File: config.mk
export PLATFORM = sky130hd
export DESIGN_NAME = location_frame_parser
export DESIGN_NICKNAME = d
export VERILOG_FILES = /design/src/rtl/core/lfp_pkg.sv /design/src/rtl/core/location_frame_parser.sv /design/src/rtl/core/lfp_cfg_regs.sv /design/src/rtl/core/lfp_frame_core.sv /design/src/rtl/core/lfp_out_queue.sv
export SDC_FILE = /design/constraint.sdc
export NUM_CORES = 2
export LEC_CHECK = 0
export ABC_AREA = 1
export BUFFER_PORTS_ARGS = -buffer_cell sky130_fd_sc_hd__buf_4
export CAP_MARGIN = 20
export CORE_UTILIZATION = 36
export CTS_CLUSTER_DIAMETER = 150
export DETAILED_ROUTE_END_ITERATION = 8
export PLACE_DENSITY_LB_ADDON = 0.08
export SYNTH_ARGS = -nofsm -noshare
export SYNTH_HDL_FRONTEND = slang
export SYNTH_SLANG_ARGS = --single-unit
File: constraint.sdc
create_clock -name clk -period 11.4 [get_ports clk]
set_clock_uncertainty 0.2 [all_clocks]
set_input_delay 2.28 -clock clk [delete_from_list [all_inputs] [get_ports clk]]
set_output_delay 2.28 -clock clk [all_outputs]
set_load 0.03 [all_outputs]
File: src/rtl/core/lfp_pkg.sv
// Shared types, constants and the CRC step for the location frame parser.
// No dependencies; every other file of the block imports it.
package lfp_pkg;

    // Frame layout, byte offsets from the first byte of the frame
    localparam int HEADER_BYTES = 34;
    localparam int CRC_BYTES    = 2;
    localparam int MIN_FRAME    = HEADER_BYTES + CRC_BYTES;
    localparam int VER_OFFSET   = 4;
    localparam int FLAG_OFFSET  = 5;
    localparam int TIME_OFFSET  = 8;
    localparam int POS_OFFSET   = 12;
    localparam int ALT_OFFSET   = 20;
    localparam int BATT_OFFSET  = 24;
    localparam int LEN_OFFSET   = 25;
    localparam int DEV_OFFSET   = 26;

    localparam int COUNT_W   = 9;
    localparam int CFG_IDX_W = 3;
    localparam int CFG_W     = 32;
    localparam int TDATA_W   = 224;

    localparam logic [15:0] CRC_INIT = 16'hFFFF;
    localparam logic [15:0] CRC_POLY = 16'h1021;

    // Result queue
    localparam int QUEUE_DEPTH = 4;
    localparam int QPTR_W      = 2;
    localparam int QCNT_W      = 3;

    typedef enum logic [CFG_IDX_W-1:0] {
        REG_MAGIC   = 3'd0,
        REG_VERSION = 3'd1,
        REG_ENC     = 3'd2,
        REG_LIMIT   = 3'd3,
        REG_ROOM    = 3'd4
    } cfg_reg_t;

    typedef enum logic [2:0] {
        ST_OK       = 3'd0,
        ST_SHORT    = 3'd1,
        ST_MAGIC    = 3'd2,
        ST_VERSION  = 3'd3,
        ST_ENC      = 3'd4,
        ST_TOO_LONG = 3'd5,
        ST_CRC      = 3'd6,
        ST_NO_ROOM  = 3'd7
    } status_t;

    typedef enum logic {
        KIND_VERDICT = 1'b0,
        KIND_TEXT    = 1'b1
    } kind_t;

    typedef struct packed {
        logic [31:0] magic_word;
        logic [7:0]  expected_version;
        logic [7:0]  encrypted_mask;
        logic [7:0]  text_limit;
        logic [8:0]  text_room;
    } cfg_t;

    typedef struct packed {
        kind_t              kind;
        status_t            status;
        logic [31:0]        epoch_sec;
        logic signed [31:0] latitude;
        logic signed [31:0] longitude;
        logic signed [15:0] altitude;
        logic [15:0]        h_accuracy;
        logic [7:0]         battery;
        logic [7:0]         flag_bits;
        logic [63:0]        unit_serial;
        logic [7:0]         data_value;
        logic               last;
    } result_t;

    // Which of the two result slots a byte fills; slot 0 is always used first
    typedef struct packed {
        logic first_valid;
        logic second_valid;
    } push_t;

    // One byte of CRC-16/CCITT-FALSE, MSB first
    function automatic logic [15:0] crc16_byte(input logic [15:0] crc, input logic [7:0] b);
        logic [15:0] c;
        int i;
        c = crc ^ {b, 8'h00};
        for (i = 0; i < 8; i++) begin
            c = c[15] ? ({c[14:0], 1'b0} ^ CRC_POLY) : {c[14:0], 1'b0};
        end
        return c;
    endfunction

endpackage

File: src/rtl/core/location_frame_parser.sv
// Location frame parser top level: stream ports, configuration port and packing.
// Depends on lfp_pkg, lfp_cfg_regs, lfp_frame_core and lfp_out_queue.

// One frame byte is taken per cycle while s_tready is high and is handled in
// the cycle it is accepted: the header is captured, the CRC advanced and any
// results written into a four-entry result queue, so a result can be on the
// output in the cycle after its byte. A byte yields no result, a text byte, a
// verdict, or a text byte followed by its verdict; the input is ready while at
// most two results wait, so the block keeps one byte per cycle as long as the
// output drains one result per cycle. Configuration must be written only
// between frames; the block itself does not enforce this.
module location_frame_parser (
    input  logic                          clk,
    input  logic                          rst_n,
    input  logic                          s_tvalid,
    output logic                          s_tready,
    input  logic [7:0]                    s_tdata,  // [7:0] data_byte
    input  logic                          s_tlast,  // frame_end
    output logic                          m_tvalid,
    input  logic                          m_tready,
    // [2:0] status, [34:3] epoch_sec, [66:35] latitude, [98:67] longitude,
    // [114:99] altitude, [130:115] h_accuracy, [138:131] battery,
    // [146:139] flag_bits, [210:147] unit_serial, [218:211] data_value, rest 0
    output logic [lfp_pkg::TDATA_W-1:0]   m_tdata,
    output logic                          m_tuser,  // kind
    output logic                          m_tlast,  // last_of_frame
    input  logic                          cfg_we,
    input  logic [lfp_pkg::CFG_IDX_W-1:0] cfg_index,
    input  logic [lfp_pkg::CFG_W-1:0]     cfg_data
);
    import lfp_pkg::*;

    cfg_t    cfg;
    push_t   push;
    result_t res_first, res_second, out_res;
    logic    fire;

    assign fire = s_tvalid && s_tready;

    lfp_cfg_regs u_cfg (
        .clk       (clk),
        .rst_n     (rst_n),
        .cfg_we    (cfg_we),
        .cfg_index (cfg_index),
        .cfg_data  (cfg_data),
        .cfg       (cfg)
    );

    lfp_frame_core u_core (
        .clk        (clk),
        .rst_n      (rst_n),
        .cfg        (cfg),
        .fire       (fire),
        .data_byte  (s_tdata),
        .frame_end  (s_tlast),
        .push       (push),
        .res_first  (res_first),
        .res_second (res_second)
    );

    lfp_out_queue u_queue (
        .clk        (clk),
        .rst_n      (rst_n),
        .push       (push),
        .res_first  (res_first),
        .res_second (res_second),
        .in_ready   (s_tready),
        .out_valid  (m_tvalid),
        .out_ready  (m_tready),
        .out_res    (out_res)
    );

    assign m_tdata = {5'b00000, out_res.data_value, out_res.unit_serial, out_res.flag_bits,
                      out_res.battery, out_res.h_accuracy, out_res.altitude,
                      out_res.longitude, out_res.latitude, out_res.epoch_sec,
                      out_res.status};
    assign m_tuser = out_res.kind;
    assign m_tlast = out_res.last;

endmodule

File: src/rtl/core/lfp_cfg_regs.sv
// Configuration registers of the location frame parser.
// Depends on lfp_pkg for the register index codes and the cfg_t bundle.
module lfp_cfg_regs (
    input  logic                          clk,
    input  logic                          rst_n,
    input  logic                          cfg_we,
    input  logic [lfp_pkg::CFG_IDX_W-1:0] cfg_index,
    input  logic [lfp_pkg::CFG_W-1:0]     cfg_data,
    output lfp_pkg::cfg_t                 cfg
);
    import lfp_pkg::*;

    cfg_t cfg_reg;
    cfg_t cfg_next;

    always_comb
    begin
        cfg_next = cfg_reg;
        if (cfg_we)
        begin
            unique case (cfg_index)
                REG_MAGIC:   cfg_next.magic_word       = cfg_data;
                REG_VERSION: cfg_next.expected_version = cfg_data[7:0];
                REG_ENC:     cfg_next.encrypted_mask   = cfg_data[7:0];
                REG_LIMIT:   cfg_next.text_limit       = cfg_data[7:0];
                REG_ROOM:    cfg_next.text_room        = cfg_data[8:0];
                default:     cfg_next = cfg_reg;
            endcase
        end
    end

    always_ff @(posedge clk or negedge rst_n)
    begin
        if (!rst_n)
        begin
            cfg_reg.magic_word       <= 32'd0;
            cfg_reg.expected_version <= 8'd0;
            cfg_reg.encrypted_mask   <= 8'd1;
            cfg_reg.text_limit       <= 8'd255;
            cfg_reg.text_room        <= 9'd256;
        end
        else
        begin
            cfg_reg <= cfg_next;
        end
    end

    assign cfg = cfg_reg;

endmodule

File: src/rtl/core/lfp_frame_core.sv
// Per-byte frame state: header capture, running CRC, checks and result forming.
// Depends on lfp_pkg; feeds up to two results per byte into lfp_out_queue.
module lfp_frame_core (
    input  logic             clk,
    input  logic             rst_n,
    input  lfp_pkg::cfg_t    cfg,
    input  logic             fire,
    input  logic [7:0]       data_byte,
    input  logic             frame_end,
    output lfp_pkg::push_t   push,
    output lfp_pkg::result_t res_first,
    output lfp_pkg::result_t res_second
);
    import lfp_pkg::*;

    logic [COUNT_W-1:0] count_reg, count_next;
    logic [15:0] crc_reg, crc_next, crc_cap;
    logic [15:0] crc_rx_reg, crc_rx_next, crc_rx_cap;
    logic [31:0] magic_reg, magic_next, magic_cap;
    logic [7:0]  version_reg, version_next, version_cap;
    logic [7:0]  flags_reg, flags_next, flags_cap;
    logic [31:0] time_reg, time_next, time_cap;
    logic [63:0] pos_reg, pos_next, pos_cap;
    logic [31:0] altacc_reg, altacc_next, altacc_cap;
    logic [7:0]  batt_reg, batt_next, batt_cap;
    logic [7:0]  len_reg, len_next, len_cap;
    logic [63:0] dev_reg, dev_next, dev_cap;

    logic [COUNT_W-1:0] off;
    logic [COUNT_W-1:0] pos_lane, dev_lane, body_end;
    logic [COUNT_W:0]   n_bytes;
    logic               header_good, emit_text;
    status_t            st;
    result_t            text_res, verdict_res;

    assign off      = count_reg;
    assign pos_lane = off - COUNT_W'(POS_OFFSET);
    assign dev_lane = off - COUNT_W'(DEV_OFFSET);
    assign n_bytes  = {1'b0, off} + (COUNT_W+1)'(1);

    // Header capture; each offset is seen once per frame, so plain lane writes do
    always_comb
    begin
        magic_cap   = magic_reg;
        version_cap = version_reg;
        flags_cap   = flags_reg;
        time_cap    = time_reg;
        pos_cap     = pos_reg;
        altacc_cap  = altacc_reg;
        batt_cap    = batt_reg;
        len_cap     = len_reg;
        dev_cap     = dev_reg;
        if (fire)
        begin
            if (off < COUNT_W'(VER_OFFSET))
                magic_cap[{off[1:0], 3'b000} +: 8] = data_byte;
            else if (off == COUNT_W'(VER_OFFSET))
                version_cap = data_byte;
            else if (off == COUNT_W'(FLAG_OFFSET))
                flags_cap = data_byte;
            else if (off >= COUNT_W'(TIME_OFFSET) && off < COUNT_W'(POS_OFFSET))
                time_cap[{off[1:0], 3'b000} +: 8] = data_byte;
            else if (off >= COUNT_W'(POS_OFFSET) && off < COUNT_W'(ALT_OFFSET))
                pos_cap[{pos_lane[2:0], 3'b000} +: 8] = data_byte;
            else if (off >= COUNT_W'(ALT_OFFSET) && off < COUNT_W'(BATT_OFFSET))
                altacc_cap[{off[1:0], 3'b000} +: 8] = data_byte;
            else if (off == COUNT_W'(BATT_OFFSET))
                batt_cap = data_byte;
            else if (off == COUNT_W'(LEN_OFFSET))
                len_cap = data_byte;
            else if (off >= COUNT_W'(DEV_OFFSET) && off < COUNT_W'(HEADER_BYTES))
                dev_cap[{dev_lane[2:0], 3'b000} +: 8] = data_byte;
        end
    end

    // CRC covers header and text; the two bytes after the body are the sent CRC
    assign body_end = COUNT_W'(HEADER_BYTES) + {1'b0, len_cap};

    always_comb
    begin
        crc_cap    = crc_reg;
        crc_rx_cap = crc_rx_reg;
        if (fire)
        begin
            if (off < body_end)
                crc_cap = crc16_byte(crc_reg, data_byte);
            else if (off == body_end)
                crc_rx_cap[7:0] = data_byte;
            else if (off == body_end + COUNT_W'(1))
                crc_rx_cap[15:8] = data_byte;
        end
    end

    assign header_good = (magic_cap == cfg.magic_word)
                      && (version_cap == cfg.expected_version)
                      && ((flags_cap & cfg.encrypted_mask) == 8'd0)
                      && (len_cap <= cfg.text_limit)
                      && (cfg.text_room > {1'b0, len_cap});

    assign emit_text = fire && off >= COUNT_W'(HEADER_BYTES) && off < body_end && header_good;

    always_comb
    begin
        priority if (cfg.text_room == 9'd0)
            st = ST_NO_ROOM;
        else if (n_bytes < (COUNT_W+1)'(MIN_FRAME))
            st = ST_SHORT;
        else if (magic_cap != cfg.magic_word)
            st = ST_MAGIC;
        else if (version_cap != cfg.expected_version)
            st = ST_VERSION;
        else if ((flags_cap & cfg.encrypted_mask) != 8'd0)
            st = ST_ENC;
        else if (len_cap > cfg.text_limit)
            st = ST_TOO_LONG;
        else if (n_bytes < (COUNT_W+1)'(MIN_FRAME) + {2'b00, len_cap})
            st = ST_SHORT;
        else if (crc_rx_cap != crc_cap)
            st = ST_CRC;
        else if (len_cap != 8'd0 && cfg.text_room <= {1'b0, len_cap})
            st = ST_NO_ROOM;
        else
            st = ST_OK;
    end

    always_comb
    begin
        text_res            = '0;
        text_res.kind       = KIND_TEXT;
        text_res.status     = ST_OK;
        text_res.data_value = data_byte;

        verdict_res        = '0;
        verdict_res.kind   = KIND_VERDICT;
        verdict_res.status = st;
        verdict_res.last   = 1'b1;
        if (st == ST_OK)
        begin
            verdict_res.epoch_sec   = time_cap;
            verdict_res.latitude    = pos_cap[31:0];
            verdict_res.longitude   = pos_cap[63:32];
            verdict_res.altitude    = altacc_cap[15:0];
            verdict_res.h_accuracy  = altacc_cap[31:16];
            verdict_res.battery     = batt_cap;
            verdict_res.flag_bits   = flags_cap;
            verdict_res.unit_serial = dev_cap;
            verdict_res.data_value  = len_cap;
        end
    end

    // Text byte first when both appear on the same byte
    always_comb
    begin
        push.first_valid  = emit_text || (fire && frame_end);
        push.second_valid = emit_text && fire && frame_end;
        res_first         = emit_text ? text_res : verdict_res;
        res_second        = verdict_res;
    end

    always_comb
    begin
        count_next   = count_reg;
        crc_next     = crc_cap;
        crc_rx_next  = crc_rx_cap;
        magic_next   = magic_cap;
        version_next = version_cap;
        flags_next   = flags_cap;
        time_next    = time_cap;
        pos_next     = pos_cap;
        altacc_next  = altacc_cap;
        batt_next    = batt_cap;
        len_next     = len_cap;
        dev_next     = dev_cap;
        if (fire && count_reg != {COUNT_W{1'b1}})
            count_next = count_reg + COUNT_W'(1);
        if (fire && frame_end)
        begin
            count_next   = '0;
            crc_next     = CRC_INIT;
            crc_rx_next  = '0;
            magic_next   = '0;
            version_next = '0;
            flags_next   = '0;
            time_next    = '0;
            pos_next     = '0;
            altacc_next  = '0;
            batt_next    = '0;
            len_next     = '0;
            dev_next     = '0;
        end
    end

    always_ff @(posedge clk or negedge rst_n)
    begin
        if (!rst_n)
        begin
            count_reg   <= '0;
            crc_reg     <= CRC_INIT;
            crc_rx_reg  <= '0;
            magic_reg   <= '0;
            version_reg <= '0;
            flags_reg   <= '0;
            time_reg    <= '0;
            pos_reg     <= '0;
            altacc_reg  <= '0;
            batt_reg    <= '0;
            len_reg     <= '0;
            dev_reg     <= '0;
        end
        else
        begin
            count_reg   <= count_next;
            crc_reg     <= crc_next;
            crc_rx_reg  <= crc_rx_next;
            magic_reg   <= magic_next;
            version_reg <= version_next;
            flags_reg   <= flags_next;
            time_reg    <= time_next;
            pos_reg     <= pos_next;
            altacc_reg  <= altacc_next;
            batt_reg    <= batt_next;
            len_reg     <= len_next;
            dev_reg     <= dev_next;
        end
    end

endmodule

File: src/rtl/core/lfp_out_queue.sv
// Four-entry result queue between the frame logic and the output stream.
// Depends on lfp_pkg; takes up to two results per cycle, gives one.
module lfp_out_queue (
    input  logic             clk,
    input  logic             rst_n,
    input  lfp_pkg::push_t   push,
    input  lfp_pkg::result_t res_first,
    input  lfp_pkg::result_t res_second,
    output logic             in_ready,
    output logic             out_valid,
    input  logic             out_ready,
    output lfp_pkg::result_t out_res
);
    import lfp_pkg::*;

    result_t            mem_reg [QUEUE_DEPTH];
    logic [QPTR_W-1:0]  wr_ptr_reg, wr_ptr_next;
    logic [QPTR_W-1:0]  rd_ptr_reg, rd_ptr_next;
    logic [QCNT_W-1:0]  count_reg, count_next;
    logic [QPTR_W-1:0]  wr_ptr_2nd;
    logic               pop;
    logic [QCNT_W-1:0]  n_push;

    // Room for two results is kept whenever an item may enter
    assign in_ready   = count_reg <= QCNT_W'(QUEUE_DEPTH - 2);
    assign out_valid  = count_reg != '0;
    assign out_res    = mem_reg[rd_ptr_reg];
    assign pop        = out_valid && out_ready;
    assign wr_ptr_2nd = wr_ptr_reg + QPTR_W'(1);
    assign n_push     = QCNT_W'(push.first_valid) + QCNT_W'(push.second_valid);

    always_comb
    begin
        wr_ptr_next = wr_ptr_reg + n_push[QPTR_W-1:0];
        rd_ptr_next = rd_ptr_reg + QPTR_W'(pop);
        count_next  = count_reg + n_push - QCNT_W'(pop);
    end

    always_ff @(posedge clk)
    begin
        if (push.first_valid)
            mem_reg[wr_ptr_reg] <= res_first;
        if (push.second_valid)
            mem_reg[wr_ptr_2nd] <= res_second;
    end

    always_ff @(posedge clk or negedge rst_n)
    begin
        if (!rst_n)
        begin
            wr_ptr_reg <= '0;
            rd_ptr_reg <= '0;
            count_reg  <= '0;
        end
        else
        begin
            wr_ptr_reg <= wr_ptr_next;
            rd_ptr_reg <= rd_ptr_next;
            count_reg  <= count_next;
        end
    end

endmodule

# == Word level (Yosys, flattened, before mapping) ==
# Memories as Yosys holds them, arrays and structs flattened.
# Index checks and enable logic that the tools add are counted.
# word_totals
latch_bits,0
elab_cells,221
ram_bits,884
regBits,369
memories,1
mem_bits_ro,0
inputBits,49
output_inout_bits,228
# memory_table
name,depth,word_bits,read_ports,rd_clocked_by_memory_dff,wr,line_no,text
u_queue.mem_reg,4,221,1,0,2,lfp_out_queue.sv:16,result_t mem_reg [QUEUE_DEPTH];
# classes
n_div,0
shifts,6
order_cmp,18
bitwise,10
addsub,16
n_eq_ne,16
multipliers,0
n_reduce_logical,32
mux,102
# ops
operator,n
64-bit two-way mux,18
32-bit two-way mux,17
8-bit two-way mux,31
221-bit two-way mux,1
216-bit two-way mux,1
64-bit bitwise mux,2
"8-bit by 8-bit variable shift with 64-bit output, first input constant",2
8-bit by 8-bit indexed part select with 64-bit output,2
13-bit two-way mux,8
32-bit bitwise mux,3
16-bit two-way mux,6
32-bit equality test,1
32-bit != test,1
"8-bit by 7-bit variable shift with 32-bit output, first input constant",1
8-bit by 7-bit indexed part select with 32-bit output,1
3-bit two-way mux,9
3-bit inverter,8
"6-bit by 8-bit adder with 9-bit output, first input constant",2
"9-bit by 1-bit adder with 9-bit output, second input constant",2
"9-bit by 3-bit equality test with 1-bit output, second input constant",2
"9-bit by 5-bit equality test with 1-bit output, second input constant",2
9-bit equality test,2
"9-bit by 4-bit greater-or-equal comparator with 1-bit output, second input constant",2
"9-bit by 5-bit greater-or-equal comparator with 1-bit output, second input constant",2
other kinds (44),74

# == Longest topological paths before layout ==
# logic_depth
word_depth,31
depth_mapped,47
depth_no_buf,45

# == Hierarchy ==
# From an unflattened synthesis, not the netlist that was laid out.
# hier_totals
cells_unflattened,9302
area_unflattened_um2,71741.3
# modules_own_cells
mod,instances,seq_area_each_um2,cells_per_inst,area_per_inst_um2
lfp_out_queue,1,26720.6,6489,50245.7
lfp_frame_core,1,7452.1,2514,18764.2
lfp_cfg_regs,1,1639.1,291,2682.6
location_frame_parser,1,0.0,8,48.8

# == Least setup slack after synthesis ==
# OpenSTA, ideal clock, no wires.
# synth_timing
path_kind,input to register
startpoint,input s_tvalid
endpoint,memory u_queue.mem_reg[1][100] in the netlist's numbering (enable)
t_arrival_ns,10.620
setup_time_ns,0.589
setup_slack_ns,-0.009
n_path_buf,1
required_time_ns,10.611
stages,27
path_cell_list,nand2_1 clkinv_1 nand3_4 o21ai_0 inv_1 ha_1 nand3_1 o21ai_2 nand2_1 nand2_1 nand2_1 inv_1 ha_1 nand2_1 nor2_1 nand3_1 o2111ai_1 nor2_1 clkbuf_1 nand4_1 nor3_1 nand2_2 nor2_4 inv_2 nor2_2 inv_2 nand2_1
# synth_lines
item,line_no,text
start: declaration,location_frame_parser.sv:15,"input logic s_tvalid,"
end: declaration,lfp_out_queue.sv:16,

==> results.cfg <==
[status]
status = complete, no violations

[worst_setup_path]
worstPathRequired_ns = 11.69
end_kind = register
crit_fanout = 68
crit_type = input pin to register
startpoint_type = input pin
arrival_ns = 9.38
crit_slowest_cell = buf_4
r2r_cells = 39
r2r_end = u_queue.mem_reg[2][159]
crit_top_cell = nand2_1
r2r_slack_ns = 2.80
cp_slowest_stage_delay_ns = 0.85
regToRegStartpoint = u_core.count_reg[1]

[sta]
fin_crit_sh = 0.797
fin_setup_tns_ns = 0
drv_slew = 0
layout_setup_ws_ns = 2.31
max-slew-margin-rel = 0.206
worstMarginPinSlew_ns = 1.19
rsz0062_at_grt = false
max_freq_ghz = 0.110
final_hold_viol_count = 0
fin_crit_ns = 9.09
setup-violations-final = 0

[cells_and_area]
drive_gt1_frac = 0.117
fin_nets = 6248
final_util = 0.419
area_growth_pct = 15.3
instances_no_fill = 8332
largest_reg_flops = 884
fin_area_sq_um = 66400

[clocking]
cts_resized = 0
cts-buffers-inserted = 145
ctsLongestPathBuffers = 3
clock_sinks = 1253
root_buffer = clkbuf_16
cts_tree = done
clk_pin_slew_ns = 0.06
cts_max_level = 4
cts_hold_buf = 0
clk_latency_ns = 0.80
cts_setup_buffers = 0

[pwr]
power.share.sequential = 0.331
leakagePower_nw = 25.3
powerDensity_nw_per_um2 = 254
ir_drop_v = 0.000249
power_frac_comb = 0.400
p_int_mw = 9.85
sw_frac_of_total = 0.416
p_sw_mw = 7.03
clockPowerShare = 0.269

[routing]
viasPerCell = 5.16
drtIter0Drc = 3431
first_pass_iters = 5
routed_wl_mm = 197
route.detailed.drc = 0
vias = 43000
final_antenna_net_count = 0
post_drt_wl_per_cell_microns = 23.6

[yosys]
synth.ff_latch_count = 1253
post_synth_main_area_contributors = edfxtp_1, dfrtp_1, nor2_1, o21ai_0, nand2_1
yosysWarnings = 0
synth-main-ff-cell = edfxtp_1
synthTopCellsByCount = nor2_1, edfxtp_1, nand2_1
postSynthCellCount = 5981
async_flop_share = 0.294
post_synth.cell_area_avg_sq_um = 9.62
seq_area_frac_synth = 0.621
yosysMostFrequentCell = nor2_1
synth-edff-count = 876
syn_area_sq_um = 57600
synth_top_area_cell = edfxtp_1
synth_top_area_frac = 0.457
synth_cell_types = 58

[min_path]
min_path_cells = 2
hold_class = register to register
hp-start = u_queue.mem_reg[1][0]
holdPathEnd = u_queue.mem_reg[1][0]

[placed_design]
dp_hpwl_mm = 119
dp.cells = 8061
postPlaceCellArea_sq_um = 61800
gp_congestion = 0.867
port_buffers = 271
dp_slack_ns = 1.60

[die]
die_w_microns = 402
die_h_microns = 402
ioPinCount = 277
initial_utilization = 0.363
core-area_sq_um = 159000
rows = 146
die-area_sq_um = 161000

[global_routing]
grt_max_degree = 226
grt_overflow = 0
grt_pass1_vias = 41500
grt_pass1_wl_mm = 287
track_usage = 0.241
antenna_found_initial = 7

[run]
cap_viol_max_count = 0
routing by layer:
layer	global-route usage	vias up	wire length, microns
met2	0.396	1144	93600
met1	0.337	21500	89900
met5	0	-	0
li1	-	20200	-
met3	0.0327	211	9830
met4	0.0531	0	3630
critical path: cells and delay by family:
kind            cells  cell delay [ns]
compound gates      5             1.16
xor+xnor            1             0.23
fa+ha+maj           2             0.53
simple gates       22             3.42
buf+inv             5             1.66
kinds of logic after synthesis:
kind of cell | count (synthesis) | synth area share
AND/OR/NAND/NOR | 2708 | 0.188
flip-flops | 1253 | 0.621
AO/OA/AOI/OAI | 1009 | 0.0976
buffers and inverters | 807 | 0.0562
XOR/XNOR | 79 | 0.0120
adder cells (fa/ha/maj) | 63 | 0.0138
multiplexers | 61 | 0.0111
other | 1 | 0.0000652
area by class of cell:
cell class              count  area, sq um
repair buffers            362         3040
inverters                 449         1720
diodes                      2         5.00
clock buffers             218         4150
fillers                 15600        92200
well taps                2072         2590
flip-flops and latches   1253        35700
clock inverters            51          428
multi-input cells        3925        18700
per-stage QoR:
| step | hold slack, ns | total power [mW] |
|---|---|---|
| CTS | 0.256 | 17.0 |
| detailed placement | 0.245 | 12.5 |
| finish | 0.257 | 16.9 |
| floorplan | 0.222 | 9.72 |
| global route | 0.277 | 17.7 |
| global placement | 0.240 | 12.5 |
cells in the final DEF, fill, tap and decap left out, drive strengths merged, types with 74 or more instances in the layout:
master,n
buf,362
clkbuf,218
dfrtp,343
edfxtp,876
inv,444
nand2,690
nand3,125
nor2,1729
o21a,74
o21ai,638
o22ai,227
or2,84
power groups by stage:
stage	clock network [mW]	logic, mW	registers, mW
finish	4.53	6.75	5.59
CTS	4.63	6.83	5.58
global route	4.81	7.25	5.63
floorplan	0	4.14	5.58
global placement	0	6.81	5.67
detailed placement	0	6.81	5.67
worst max-delay path by stage:
stage,end,cells after the start,startpoint,slack (ns)
global route,u_queue.mem_reg[2][63],35,s_tvalid,1.72
detailed placement,u_queue.mem_reg[3][11],35,s_tvalid,1.60
finish,u_queue.mem_reg[2][159],35,s_tvalid,2.31
global placement,u_queue.mem_reg[3][11],35,s_tvalid,1.67
CTS,u_queue.mem_reg[2][55],35,s_tvalid,2.46
floorplan,u_queue.mem_reg[2][100],27,s_tvalid,0.18
Note: power is estimated with default switching activity, not from simulation.
